## config.mk

```make
export PLATFORM = sky130hd
export DESIGN_NAME = http_request_header_parser_core_flat
export DESIGN_NICKNAME = d
export VERILOG_FILES = /design/src/hw/rtl/hrhp_pkg.sv /design/src/hw/rtl/hrhp_in_if.sv /design/src/hw/rtl/hrhp_fifo.sv /design/src/hw/rtl/hrhp_back.sv /design/src/hw/rtl/http_request_header_parser_core.sv /design/src/flat_wrapper.sv
export SDC_FILE = /design/constraint.sdc
export NUM_CORES = 1
export LEC_CHECK = 0
export BUFFER_PORTS_ARGS = -buffer_cell sky130_fd_sc_hd__buf_2
export CORE_MARGIN = 2
export CORE_UTILIZATION = 50
export DETAILED_ROUTE_END_ITERATION = 16
export HOLD_SLACK_MARGIN = 0.15
export PLACE_DENSITY = 0.71
export RECOVER_POWER = 25
export SKIP_CTS_REPAIR_TIMING = 1
export SYNTH_ARGS = -nofsm -noshare
export SYNTH_HDL_FRONTEND = slang
export SYNTH_SLANG_ARGS = --single-unit
```

## constraint.sdc

```tcl
create_clock -name clk -period 9 [get_ports clk]
set_input_delay 1.8 -clock clk [delete_from_list [all_inputs] [get_ports clk]]
set_output_delay 1.8 -clock clk [all_outputs]
set_load 0.02 [all_outputs]
```

## src/hw/rtl/hrhp_pkg.sv

```systemverilog
// Package for the HTTP request header parser: status codes, match strings, payload types.
// Depends on nothing; every other source file uses it.
package hrhp_pkg;

    localparam logic [1:0] ST_MORE  = 2'd0;
    localparam logic [1:0] ST_DONE  = 2'd1;
    localparam logic [1:0] ST_ERROR = 2'd2;

    localparam logic [4:0] CLEN_N  = 5'd14;
    localparam logic [4:0] CTYPE_N = 5'd12;
    localparam logic [4:0] JSON_N  = 5'd16;

    localparam logic [0:13][7:0] NAME_CLEN  = "content-length";
    localparam logic [0:11][7:0] NAME_CTYPE = "content-type";
    localparam logic [0:15][7:0] TEXT_JSON  = "application/json";

    localparam logic [31:0] BODY_DEFAULT = 32'd1048576;
    localparam logic [15:0] HDR_DEFAULT  = 16'd8192;

    localparam logic [0:0] CFG_MAX_BODY = 1'd0;
    localparam logic [0:0] CFG_MAX_HDR  = 1'd1;

    typedef struct packed {
        logic [7:0] data_byte;
        logic       first_byte;
    } in_item_t;

    typedef struct packed {
        logic [1:0]  status;
        logic [16:0] meth_bytes;
        logic [16:0] target_bytes;
        logic [16:0] header_len;
        logic [31:0] content_bytes;
        logic        is_json;
    } out_item_t;

    typedef struct packed {
        logic [31:0] index;
        logic [31:0] value;
    } cfg_item_t;

    // Lower-case an ASCII letter.
    function automatic logic [7:0] to_lower(input logic [7:0] b);
        to_lower = (b >= 8'h41 && b <= 8'h5A) ? b + 8'd32 : b;
    endfunction

endpackage

```

## src/hw/rtl/hrhp_in_if.sv

```systemverilog
// Valid/ready channel interfaces for input beats, result beats and config writes.
// Depends on hrhp_pkg.
interface hrhp_in_if;
    logic               valid;
    logic               ready;
    hrhp_pkg::in_item_t data;
    modport source (output valid, output data, input ready);
    modport sink (input valid, input data, output ready);
endinterface

interface hrhp_out_if;
    logic                valid;
    logic                ready;
    hrhp_pkg::out_item_t data;
    modport source (output valid, output data, input ready);
    modport sink (input valid, input data, output ready);
endinterface

interface hrhp_cfg_if;
    logic                valid;
    logic                ready;
    hrhp_pkg::cfg_item_t data;
    modport source (output valid, output data, input ready);
    modport sink (input valid, input data, output ready);
endinterface

```

## src/hw/rtl/hrhp_fifo.sv

```systemverilog
// Short queue of input beats between the front and the back of the parser.
// Depends on hrhp_pkg.
module hrhp_fifo (
    input  logic               clk,
    input  logic               rst_n,
    input  logic               push,
    input  hrhp_pkg::in_item_t push_data,
    output logic               full,
    input  logic               pop,
    output hrhp_pkg::in_item_t pop_data,
    output logic               not_empty
);
    import hrhp_pkg::*;

    in_item_t   mem_reg [2];
    logic [0:0] wptr_reg;
    logic [0:0] rptr_reg;
    logic [1:0] count_reg;

    assign full      = count_reg == 2'd2;
    assign not_empty = count_reg != 2'd0;
    assign pop_data  = mem_reg[rptr_reg];

    // Pointer and count update.
    always_ff @(posedge clk or negedge rst_n)
    begin
        if (!rst_n)
        begin
            wptr_reg  <= 1'b0;
            rptr_reg  <= 1'b0;
            count_reg <= 2'd0;
        end
        else
        begin
            if (push)
            begin
                wptr_reg <= wptr_reg + 1'b1;
            end
            if (pop)
            begin
                rptr_reg <= rptr_reg + 1'b1;
            end
            count_reg <= count_reg + {1'b0, push} - {1'b0, pop};
        end
    end

    // Entry storage.
    always_ff @(posedge clk)
    begin
        if (push)
        begin
            mem_reg[wptr_reg] <= push_data;
        end
    end
endmodule

```

## src/hw/rtl/hrhp_back.sv

```systemverilog
// Back end of the parser: consumes queued beats and runs the byte state machine.
// Depends on hrhp_pkg; result beats leave through an output register.
module hrhp_back (
    input  logic                clk,
    input  logic                rst_n,
    input  logic                item_valid,
    input  hrhp_pkg::in_item_t  item,
    output logic                item_pop,
    input  logic [31:0]         body_limit,
    input  logic [15:0]         hdr_limit,
    output logic                res_valid,
    input  logic                res_ready,
    output hrhp_pkg::out_item_t res
);
    import hrhp_pkg::*;

    typedef enum logic [3:0] {
        PH_METHOD  = 4'd0,
        PH_PATH    = 4'd1,
        PH_REQREST = 4'd2,
        PH_SKIP    = 4'd3,
        PH_NAME    = 4'd4,
        PH_VLEAD   = 4'd5,
        PH_VALUE   = 4'd6,
        PH_LREST   = 4'd7,
        PH_BODY    = 4'd8
    } phase_t;

    logic [23:0] recent_reg, recent_next;
    logic [16:0] seen_reg, seen_next;
    phase_t      phase_reg, phase_next;
    logic [16:0] mcnt_reg, mcnt_next;
    logic [16:0] pcnt_reg, pcnt_next;
    logic [4:0]  npos_reg, npos_next;
    logic [1:0]  nflags_reg, nflags_next;
    logic [4:0]  vpos_reg, vpos_next;
    logic [31:0] acc_reg, acc_next;
    logic [31:0] body_reg, body_next;
    logic        json_reg, json_next;
    logic        perr_reg, perr_next;
    logic [1:0]  stat_reg, stat_next;
    logic        rv_reg;
    out_item_t   res_reg, res_next;
    logic        step;

    assign step     = item_valid && (!rv_reg || res_ready);
    assign item_pop = step;
    assign res_valid = rv_reg;
    assign res       = res_reg;

    // Next state for one byte.
    always_comb
    begin
        logic [7:0]  b;
        logic [7:0]  c;
        logic        hdr_end;
        logic [35:0] prod;
        logic [1:0]  nf;
        b = item.data_byte;
        c = to_lower(b);
        prod = '0;
        nf = 2'b00;
        hdr_end = 1'b0;
        recent_next = recent_reg;
        seen_next   = seen_reg;
        phase_next  = phase_reg;
        mcnt_next   = mcnt_reg;
        pcnt_next   = pcnt_reg;
        npos_next   = npos_reg;
        nflags_next = nflags_reg;
        vpos_next   = vpos_reg;
        acc_next    = acc_reg;
        body_next   = body_reg;
        json_next   = json_reg;
        perr_next   = perr_reg;
        stat_next   = stat_reg;
        if (item.first_byte)
        begin
            recent_next = '0; seen_next = '0; phase_next = PH_METHOD;
            mcnt_next = '0; pcnt_next = '0; npos_next = '0; nflags_next = 2'b11;
            vpos_next = '0; acc_next = '0; body_next = '0; json_next = 1'b0;
            perr_next = 1'b0; stat_next = ST_MORE;
        end
        if (stat_next == ST_MORE)
        begin
            if (phase_next != PH_BODY)
            begin
                seen_next   = seen_next + 17'd1;
                hdr_end     = (recent_next == 24'h0D0A0D) && (b == 8'h0A);
                recent_next = {recent_next[15:0], b};
                unique case (phase_next) inside
                    PH_METHOD:
                    begin
                        if (b == 8'h0D)
                        begin
                            perr_next = 1'b1; phase_next = PH_SKIP;
                        end
                        else if (b == 8'h20)
                        begin
                            if (mcnt_next == '0) perr_next = 1'b1;
                            phase_next = PH_PATH;
                        end
                        else mcnt_next = mcnt_next + 17'd1;
                    end
                    PH_PATH:
                    begin
                        if (b == 8'h0D)
                        begin
                            perr_next = 1'b1; phase_next = PH_SKIP;
                        end
                        else if (b == 8'h20)
                        begin
                            if (pcnt_next == '0) perr_next = 1'b1;
                            phase_next = PH_REQREST;
                        end
                        else pcnt_next = pcnt_next + 17'd1;
                    end
                    PH_SKIP:
                    begin
                        phase_next = PH_NAME; npos_next = '0; nflags_next = 2'b11;
                    end
                    PH_NAME:
                    begin
                        if (b == 8'h0D) phase_next = PH_SKIP;
                        else if (b == 8'h3A)
                        begin
                            if (nflags_next[0] && npos_next == CLEN_N)
                            begin
                                nflags_next = 2'b01; acc_next = '0; vpos_next = '0;
                                phase_next = PH_VLEAD;
                            end
                            else if (nflags_next[1] && npos_next == CTYPE_N)
                            begin
                                nflags_next = 2'b10; vpos_next = '0; phase_next = PH_VLEAD;
                            end
                            else phase_next = PH_LREST;
                        end
                        else if (nflags_next != 2'b00)
                        begin
                            nf = nflags_next;
                            if (npos_next >= CLEN_N || c != NAME_CLEN[npos_next[3:0]])
                                nf[0] = 1'b0;
                            if (npos_next >= CTYPE_N || c != NAME_CTYPE[npos_next[3:0]])
                                nf[1] = 1'b0;
                            nflags_next = nf;
                            if (nf != 2'b00) npos_next = npos_next + 5'd1;
                        end
                    end
                    PH_VLEAD, PH_VALUE:
                    begin
                        if (phase_next == PH_VLEAD && (b == 8'h20 || b == 8'h09))
                        begin
                            phase_next = PH_VLEAD;
                        end
                        else if (b == 8'h0D) phase_next = PH_SKIP;
                        else if (b == 8'h0A) phase_next = PH_LREST;
                        else
                        begin
                            phase_next = PH_VALUE;
                            if (nflags_next == 2'b01)
                            begin
                                if (b >= 8'h30 && b <= 8'h39)
                                begin
                                    prod = {4'd0, acc_next} * 36'd10 + {28'd0, b - 8'h30};
                                    if (prod > {4'd0, body_limit})
                                    begin
                                        perr_next = 1'b1; phase_next = PH_LREST;
                                    end
                                    acc_next = (prod[35:32] != 4'd0) ? 32'hFFFF_FFFF
                                                                     : prod[31:0];
                                end
                                else
                                begin
                                    acc_next = '0; phase_next = PH_LREST;
                                end
                            end
                            else if (vpos_next < JSON_N && c == TEXT_JSON[vpos_next[3:0]])
                            begin
                                vpos_next = vpos_next + 5'd1;
                                if (vpos_next == JSON_N)
                                begin
                                    json_next = 1'b1; phase_next = PH_LREST;
                                end
                            end
                            else phase_next = PH_LREST;
                        end
                    end
                    default:
                    begin
                        if (b == 8'h0D) phase_next = PH_SKIP;
                    end
                endcase
                if (hdr_end)
                begin
                    phase_next = PH_BODY;
                    if (perr_next || acc_next > body_limit) stat_next = ST_ERROR;
                    else if (acc_next == '0) stat_next = ST_DONE;
                end
                else if (seen_next > {1'b0, hdr_limit})
                begin
                    stat_next = ST_ERROR;
                end
            end
            else
            begin
                if (body_next != 32'hFFFF_FFFF) body_next = body_next + 32'd1;
                if (body_next >= acc_next) stat_next = ST_DONE;
            end
        end
        res_next.status        = stat_next;
        res_next.meth_bytes    = mcnt_next;
        res_next.target_bytes  = pcnt_next;
        res_next.header_len    = seen_next;
        res_next.content_bytes = (stat_next == ST_DONE) ? acc_next : '0;
        res_next.is_json       = json_next;
    end

    // Parser state and result register.
    always_ff @(posedge clk or negedge rst_n)
    begin
        if (!rst_n)
        begin
            recent_reg <= '0; seen_reg <= '0; phase_reg <= PH_METHOD;
            mcnt_reg <= '0; pcnt_reg <= '0; npos_reg <= '0; nflags_reg <= 2'b11;
            vpos_reg <= '0; acc_reg <= '0; body_reg <= '0; json_reg <= 1'b0;
            perr_reg <= 1'b0; stat_reg <= ST_MORE; rv_reg <= 1'b0;
            res_reg <= '0;
        end
        else
        begin
            if (step)
            begin
                recent_reg <= recent_next; seen_reg <= seen_next; phase_reg <= phase_next;
                mcnt_reg <= mcnt_next; pcnt_reg <= pcnt_next; npos_reg <= npos_next;
                nflags_reg <= nflags_next; vpos_reg <= vpos_next; acc_reg <= acc_next;
                body_reg <= body_next; json_reg <= json_next; perr_reg <= perr_next;
                stat_reg <= stat_next;
                rv_reg <= 1'b1;
                res_reg <= res_next;
            end
            else if (res_ready)
            begin
                rv_reg <= 1'b0;
            end
        end
    end
endmodule

```

## src/hw/rtl/http_request_header_parser_core.sv

```systemverilog
// HTTP request header parser: one byte in, one status beat out per byte.
// An input beat is written into the queue, then parsed into the result register.
// Throughput is one byte per cycle while the result receiver keeps up, set by the byte state machine.
// Reset clears all parse state and loads the limits 1048576 and 8192.
// Depends on hrhp_pkg, the channel interfaces, hrhp_fifo and hrhp_back.
module http_request_header_parser_core (
    input logic clk,
    input logic rst_n,
    hrhp_in_if.sink    in_ch,
    hrhp_out_if.source out_ch,
    hrhp_cfg_if.sink   cfg
);
    import hrhp_pkg::*;

    logic [31:0] body_limit_reg;
    logic [15:0] hdr_limit_reg;
    logic        fifo_full;
    logic        fifo_ne;
    logic        fifo_pop;
    in_item_t    fifo_data;

    assign cfg.ready   = 1'b1;
    assign in_ch.ready = !fifo_full;

    // Configuration registers.
    always_ff @(posedge clk or negedge rst_n)
    begin
        if (!rst_n)
        begin
            body_limit_reg <= BODY_DEFAULT;
            hdr_limit_reg  <= HDR_DEFAULT;
        end
        else if (cfg.valid)
        begin
            if (cfg.data.index == {31'd0, CFG_MAX_BODY}) body_limit_reg <= cfg.data.value;
            else if (cfg.data.index == {31'd0, CFG_MAX_HDR})
                hdr_limit_reg <= cfg.data.value[15:0];
        end
    end

    // Front: input queue.
    hrhp_fifo u_fifo (
        .clk       (clk),
        .rst_n     (rst_n),
        .push      (in_ch.valid && !fifo_full),
        .push_data (in_ch.data),
        .full      (fifo_full),
        .pop       (fifo_pop),
        .pop_data  (fifo_data),
        .not_empty (fifo_ne)
    );

    // Back: byte parser.
    hrhp_back u_back (
        .clk        (clk),
        .rst_n      (rst_n),
        .item_valid (fifo_ne),
        .item       (fifo_data),
        .item_pop   (fifo_pop),
        .body_limit (body_limit_reg),
        .hdr_limit  (hdr_limit_reg),
        .res_valid  (out_ch.valid),
        .res_ready  (out_ch.ready),
        .res        (out_ch.data)
    );
endmodule

```

## src/flat_wrapper.sv

```systemverilog
// flat-port wrapper written by rule: the top's interface ports become plain ports
module http_request_header_parser_core_flat import hrhp_pkg::*;
  (clk, rst_n, in_ch_valid, in_ch_data, in_ch_ready, out_ch_valid, out_ch_data, out_ch_ready, cfg_valid, cfg_data, cfg_ready);
  hrhp_in_if in_ch_i ();
  hrhp_out_if out_ch_i ();
  hrhp_cfg_if cfg_i ();
  input logic clk;
  input logic rst_n;
  input wire logic [$bits(in_ch_i.valid)-1:0] in_ch_valid;
  input wire logic [$bits(in_ch_i.data)-1:0] in_ch_data;
  output wire logic [$bits(in_ch_i.ready)-1:0] in_ch_ready;
  output wire logic [$bits(out_ch_i.valid)-1:0] out_ch_valid;
  output wire logic [$bits(out_ch_i.data)-1:0] out_ch_data;
  input wire logic [$bits(out_ch_i.ready)-1:0] out_ch_ready;
  input wire logic [$bits(cfg_i.valid)-1:0] cfg_valid;
  input wire logic [$bits(cfg_i.data)-1:0] cfg_data;
  output wire logic [$bits(cfg_i.ready)-1:0] cfg_ready;
  assign in_ch_i.valid = in_ch_valid;
  assign in_ch_i.data = in_ch_data;
  assign in_ch_ready = in_ch_i.ready;
  assign out_ch_valid = out_ch_i.valid;
  assign out_ch_data = out_ch_i.data;
  assign out_ch_i.ready = out_ch_ready;
  assign cfg_i.valid = cfg_valid;
  assign cfg_i.data = cfg_data;
  assign cfg_ready = cfg_i.ready;
  http_request_header_parser_core u_core (.clk(clk), .rst_n(rst_n), .in_ch(in_ch_i), .out_ch(out_ch_i), .cfg(cfg_i));
endmodule
```

==> qor.csv <==
metric,value,unit
CP max-delay cell,buf_4,
Fillers,4056,
via count,22304,
sequential share of the synthesized area,0.303,
final worst-path cycle share,0.947,
Final Core Density,0.566,
post-DP HPWL,57.7,mm
Power Total,4.57,mW
Remaining DRCs,0,
"FFs w/ async S/R, synth",0.931,
synth-to-layout area growth,11.5,%
I/O Buffers,165,
Crit. End Element,register,
Arrival @ worst endpoint,8990,ps
RSZ-0062 raised after global routing,false,
Largest register FFs,86,
die area,0.0455,mm^2
vias per cell,6.35,
Reg-to-Reg Start,u_core.u_fifo.rptr_reg,
Cells after Synth,2819,
family with the most delay on the worst path,compound AO/OA/AOI/OAI gates,
Cell Pwr Density,187,mW/mm^2
Yosys warning total,0,
hold path cells,2,
Layout Nets,3158,
CTS HTree Levels,2,
largest stage delay on the critical path,580,ps
Synth Net Count,3071,
worst r2r dst,u_core.u_back.res[31],
"antenna viol nets, final",0,
WP depth,30,
core box area,0.0432,mm^2
Iter 0 DRT Violations,2206,
Critical Path Most Common Cell,ha_1,
TNS Setup,0,ps
Worst Hold Class,reg2reg,
Die W,213,um
violated checks,"capacitance limit, slew limit",
num rows,76,
skew final,14.5,ps
Worst-path clk slew,60,ps
outcome,"complete, but fails checks",
ratio of cells with drive above 1 in the final layout,0.107,
Max Buffers Root-to-Sink,3,
Post-synth EDFFs,18,
initial antenna violation count,0,
kind of critical path,reg2reg,
FMAX,0.117,GHz
largest net degree at the start of global routing,162,
Slew @ Worst Pin,4740,ps
"Req. time, crit path",9460,ps
worst rel slew slack,-2.16,
initial core utilization,0.508,
grt ovf,0,
dominant synthesized flop cell,dfrtp_1,
maximum vdd drop,272,uV
CTS sink cnt,262,
top cell type's share of synthesized area,0.274,
"worst slack, placed",501,ps
wire length per cell,21.8,um
Final Worst Setup Slack,476,ps
CP startpoint kind,register,
hold path start,u_core.u_back.recent_reg[23],
post-synthesis register bit count,262,
Finish-stage setup viols,0,
Die Ht,213,um
Hold Slack,472,ps
clk root buf,clkbuf_16,
Mean Syn Cell Area,7.78,um^2
Final Slew Violations,260,
Worst Reg-to-Reg Cells,30,
RePlAce Congestion,1.05,
fin crit period,8520,ps
"Cell Area, Synth",0.0219,mm^2
Total GRT Usage,0.334,
Inserted Diodes,0,
Skew-Pair Late Insertion Delay,560,ps
Num CTS Buffers,34,
Routed WL,76.6,mm
max_cap viols,3,
Hold Crit Endpoint,u_core.u_back.recent_reg[23],
First-pass DRT Iterations,7,
critical-path maximum fanout,52,
Final Hold Fails,0,
Yosys cell types,95,
Synth area leaders,"dfrtp_1 27%, ha_1 9.9%, nand2_1 7.6%",
CTS tree,built,
first-pass GRT wire length,119,mm
vias in the first global route,21229,
Worst Path Buf+Inv,3,
Boundary Pins,167,
Static Leak,11.4,nW
FF-to-FF setup slack,480,ps
cell accounting for the most synthesized area,dfrtp_1,
## per-stage QoR
| stage | instance area, um^2 | std cells |
|---|---|---|
| 2_1_floorplan | 21900 | 2819 |
| 3_3_place_gp | 23300 | 3455 |
| 3_5_place_dp | 23300 | 3455 |
| 4_1_cts | 24500 | 3515 |
| 5_1_grt | 24400 | 3515 |
| 6_report | 24400 | 3515 |
## synth_stat cells (7+ instances only)
cell        n
nor3_1     79
or3_1      19
and3_1     42
and2_1     25
a21o_1     52
o221ai_1    7
buf_1      24
o21a_1     20
nand2b_1   19
mux2i_1    25
nor4b_1     9
inv_1     120
o211ai_1   25
nor2b_1    21
or4_1      10
o21ai_0   254
nor2_1    205
o21ai_1    11
nand4_1    61
o22ai_1    24
or2_2       8
ha_1      173
and4_1     16
nand3_1   106
a211oi_1   33
xor2_1     57
mux2_2     11
dfrtp_1   240
nor4_1     44
o31ai_1    22
o41ai_1     7
edfxtp_1   18
xnor2_1   112
a21boi_0    7
buf_2      10
clkbuf_1  123
a22o_1     14
a21oi_1   166
nand2_1   441
a31oi_1    32
## cell type report
| type | count | area (um^2) | share of cell area |
|---|---|---|---|
| Clock buffer | 46 | 967 | 0.0396 |
| Tap cell | 585 | 732 | 0.0300 |
| Multi-Input combinational cell | 2274 | 14200 | 0.583 |
| Clock inverter | 14 | 195 | 0.00799 |
| Timing Repair Buffer | 212 | 1180 | 0.0485 |
| Sequential cell | 262 | 6650 | 0.272 |
| Inverter | 122 | 458 | 0.0187 |
## tightest hold or removal path: stages (launching register included)
cell	delay (ps)
dfrtp_1	340
nand2_1	50
nand2_1	50
## power by group
group	switching [mW]	internal [mW]	total, mW
registers	0.126	1.33	1.46
clock network	0.579	0.874	1.45
logic	1.20	0.461	1.66
total	1.90	2.66	4.57
## per-layer routing
| layer | up-vias | track usage | routed length [um] |
|---|---|---|---|
| met3 | 221 | 0.0482 | 5440 |
| li1 | 10305 | - | - |
| met1 | 10728 | 0.437 | 31900 |
| met4 | 0 | 0.171 | 4240 |
| met5 | - | 0 | 0 |
| met2 | 1050 | 0.540 | 35100 |
## how the worst max path moves through the flow
stage / startpoint / to / slack, ps
2_1_floorplan: u_core.u_fifo.rptr_reg / u_core.u_back.res[31] / 30
3_3_place_gp: u_core.u_fifo.rptr_reg / u_core.u_back.res[31] / 1030
3_5_place_dp: u_core.u_fifo.rptr_reg / u_core.u_back.res[31] / 500
4_1_cts: u_core.u_fifo.rptr_reg / u_core.u_back.res[31] / 470
5_1_grt: u_core.u_fifo.rptr_reg / u_core.u_back.res[4] / 50
6_report: u_core.u_fifo.rptr_reg / u_core.u_back.res[31] / 480
## layout by cell type (no fill, tap or decap), types with 7 or more instances in the layout
cell / instances
inv_1: 119
ha_1: 173
buf_4: 44
nor4b_1: 9
nand2_1: 439
or2_2: 8
o21ai_0: 255
mux2_2: 10
nor2_1: 202
nand2b_1: 19
o41ai_1: 7
clkbuf_16: 35
o31ai_1: 22
o21a_1: 20
nor4_1: 44
nor2b_1: 21
nand3_1: 106
and4_1: 16
clkbuf_1: 9
and2_1: 25
xor2_1: 57
o22ai_1: 24
or3_1: 19
buf_2: 163
a21oi_1: 166
nor3_1: 77
a21o_1: 52
a211oi_1: 33
o221ai_1: 7
edfxtp_1: 18
mux2i_1: 24
a22o_1: 14
dfrtp_1: 240
or4_1: 10
and3_1: 42
o21ai_1: 9
nand4_1: 61
o211ai_1: 25
xnor2_1: 112
a31oi_1: 31
## cells by family (layout without fill, tap and decap cells)
family                   count (synthesis)  in the layout  share of synthesized area
adder cells (fa/ha/maj)                175            175                      0.100
XOR/XNOR                               170            170                     0.0683
buffers and inverters                  283            394                     0.0496
flip-flops                             262            262                      0.303
other                                    1              1                   0.000171
AO/OA/AOI/OAI                          755            755                      0.213
multiplexers                            37             37                     0.0177
AND/OR/NAND/NOR                       1136           1136                      0.247
(Power assumes the default switching activity.)
